$ cat src/hdl/pnps_ram.sv
// Generic simple dual-port RAM: one write port, one read port, registered read.
// No dependencies.
module pnps_ram #(
   parameter int  WIDTH = 8,
   parameter int  DEPTH = 2,
   localparam int AW    = $clog2(DEPTH)
) (
   input  logic             clock,
   input  logic             wr_en,
   input  logic [AW-1:0]    wr_addr,
   input  logic [WIDTH-1:0] wr_data,
   input  logic [AW-1:0]    rd_addr,
   output logic [WIDTH-1:0] rd_data
);

   logic [WIDTH-1:0] mem_ff [DEPTH];
   logic [WIDTH-1:0] rd_data_ff;

   always_ff @(posedge clock) begin
      if (wr_en) begin
         mem_ff[wr_addr] <= wr_data;
      end
      rd_data_ff <= mem_ff[rd_addr];
   end

   assign rd_data = rd_data_ff;

endmodule

$ cat config.mk
export PLATFORM = sky130hd
export DESIGN_NAME = pnps_ram
export DESIGN_NICKNAME = d
export VERILOG_FILES = /design/src/hdl/pnps_ram.sv
export SDC_FILE = /design/constraint.sdc
export NUM_CORES = 1
export LEC_CHECK = 0
export BUFFER_PORTS_ARGS = -buffer_cell sky130_fd_sc_hd__buf_2
export CAP_MARGIN = 20
export CORE_MARGIN = 2
export CORE_UTILIZATION = 35
export CTS_CLUSTER_DIAMETER = 60
export DETAILED_ROUTE_END_ITERATION = 16
export PLACE_DENSITY_LB_ADDON = 0.05
export SYNTH_ARGS = -nofsm -noshare
export SYNTH_HDL_FRONTEND = slang
export SYNTH_SLANG_ARGS = --single-unit
export TNS_END_PERCENT = 100
$ cat constraint.sdc
create_clock -name clock -period 1.7 [get_ports clock]
set_clock_uncertainty 0.2 [all_clocks]
set_input_delay 0.255 -clock clock [delete_from_list [all_inputs] [get_ports clock]]
set_output_delay 0.255 -clock clock [all_outputs]
set_load 0.03 [all_outputs]
==> flow_summary.yaml <==
run_status:
  status: "completed"
clock_network:
  cts_buffer_depth: 2
  clk_latency_ps: 300
  cts.sinks: 24
  h-tree-depth: 1
  cts_tree: "built"
  clk_pin_slew_worst_paths_ps: 120
  cts_buffers: 3
  cts_root_buffer: "clkbuf_4"
  postCtsSetupRepairBufs: 0
pwr:
  switching_power_w: 0.000226
  power.internal_w: 0.000821
  clkPwrFrac: 0.231
  powerDensity_nw_per_um2: 1020
  p_total_w: 0.00105
  irDropWorstVdd_uv: 616
  sw_frac_of_total: 0.216
  p_leak_nw: 0.422
  p_seq_frac: 0.648
  p_comb_frac: 0.121
global_route:
  gr-total-overflow: 0
  grt_usage: 0.0932
  first_global_vias: 420
  grt_start_max_net_pins: 14
  antenna_found_initial: 0
  grt_pass1_wl_mm: 1.68
synth:
  synth_area_leaders: "edfxtp_1 (61%), dfxtp_1 (20%), mux2_4 (15%), buf_6 (1.4%), and2_1 (0.80%)"
  yosysTopAreaCellShare: 0.612
  synth_edf_count: 16
  syn-num-nets: 47
  ys_ff_latch: 24
  synthMuxAreaShare: 0.153
  synthMostInstantiatedCell: "edfxtp_1"
  ys_seq_area_frac: 0.817
  synth-compound-area-share: 0
  async_flop_share: 0
  synth_xor_xnor_area_share: 0
  synthSimpleGateAreaFrac: 0.0159
  synth_area_um2: 785
  avgSynthCellArea_um2: 22.4
  synth_cells: 35
  yosys_most_used_dff: "edfxtp_1"
  synth_top_family_by_area: "multiplexers"
  synthDistinctLibCells: 6
  synthTopCellsByCount: "edfxtp_1 (16), dfxtp_1 (8), mux2_4 (8)"
  ys_warn_count: 0
  synth_top_area_cell: "edfxtp_1"
  yosys.area_share.adder: 0
layout:
  multi_input_area_um2: 133
  regArea_um2: 641
  fillers: 207
  area_growth_pct: 30.6
  drive_gt1_frac: 0.478
  antenna_cells: 0
  nNetsFinal: 80
setup_path:
  critPathTopFamily: "flip-flops"
  cp-end-kind: "output port"
  crit_arrival_ps: 810
  cp_cell_sequence: "buf_2"
  required_ps: 1240
  slowest_stage: "dfxtp_1"
  worst-path-buf-inv: 1
  critPathMaxFanout: 1
  crit_type: "reg -> out"
  max_stage_delay_ps: 330
  critPathLaunchType: "flip-flop"
drt:
  ant_nets: 0
  drc: 0
  drt_iter0_drc: 13
  routed-via-count: 409
  routedWlPerCell_um: 11.1
  vias_per_cell: 4.31
  drt-total-wl_mm: 1.05
  drtPass1Iterations: 3
run:
  maxCapViolCount: 0
timing:
  whs_ps: 182
  hold_viol_final: 0
  fin_crit_sh: 0.747
  tns_ps: 0
  fin_ws_ps: 431
  fin_crit_ps: 1270
  maxSlewViolCount: 0
  rsz0062_at_grt: "no"
  clock.fmax_mhz: 788
  setup_viol: 0
  tightest_slew_ps: 365
  slew_headroom: 0.757
die:
  rows: 17
  die_h_um: 51.3
  start_util: 0.362
  pin_count: 20
  die-area_um2: 2640
  fp.dieW_um: 51.3
  core_um2: 2170
place:
  place_ws_ps: 441
  place.gp.congestion: 0.597
  port_buffers: 19
min_path:
  hold_path.class: "in -> reg"
## cell families (layout without fill, tap and decap cells)
group | Yosys count | after routing
buffers and inverters | 1 | 33
flip-flops | 24 | 24
multiplexers | 8 | 8
AND/OR/NAND/NOR | 2 | 2
## state kept, by name, summed over array words and instances, names as in the netlist
| signal | count |
|---|---|
| rd_data | 8 |
| mem_ff | 16 |
## power by group through the flow
stage                     Sequential, W  Clock (W)  Combinational, W
after floorplan                0.000727          0         0.0000402
after global placement         0.000690          0          0.000113
after detailed placement       0.000693          0          0.000115
after CTS                      0.000679   0.000250          0.000129
after global routing           0.000683   0.000277          0.000135
final                          0.000678   0.000242          0.000127
## final cells by class
cell class              count  share of cell area
flip-flops and latches     24               0.625
repair buffers             29               0.186
multi-input cells          10               0.129
well taps                  28              0.0342
clock buffers               4              0.0256
## stage by stage
step           instance area [µm²]  instances   util
6_report                      1020         95  0.472
5_1_grt                       1020         95  0.472
4_1_cts                       1020         95  0.472
3_5_place_dp                   918         83  0.423
3_3_place_gp                   918         83  0.423
2_1_floorplan                  785         35      -
## cells in the final DEF, fill, tap and decap left out, drive strengths merged
| master | count |
|---|---|
| and2 | 1 |
| buf | 21 |
| clkbuf | 4 |
| dfxtp | 8 |
| dlygate4sd3 | 8 |
| edfxtp | 16 |
| mux2 | 8 |
| nor2b | 1 |
## repair_timing
action	in CTS	in global routing
hold buffers	8	0
gates resized for setup	0	0
endpoints found under the hold margin	16	0
## worst paths after layout
kind | start | to | slack (ps) | cells after the start
hold / removal | rd_addr | rd_data[3] | 180 | 2
hold reg to reg | mem_ff[0][0] | rd_data[0] | 280 | 1
setup / recovery | rd_data[3] | rd_data[3] | 430 | 1
setup reg to reg | mem_ff[0][5] | rd_data[5] | 740 | 1
## metal layers
metal	global-route usage	up-vias	share of wire
li1	-	194	-
met1	0.0744	201	0.34
met2	0.190	12	0.58
met3	0.0380	2	0.071
met4	0.0395	0	0.0076
met5	0	-	0
Note: power is estimated with default switching activity, not from simulation.
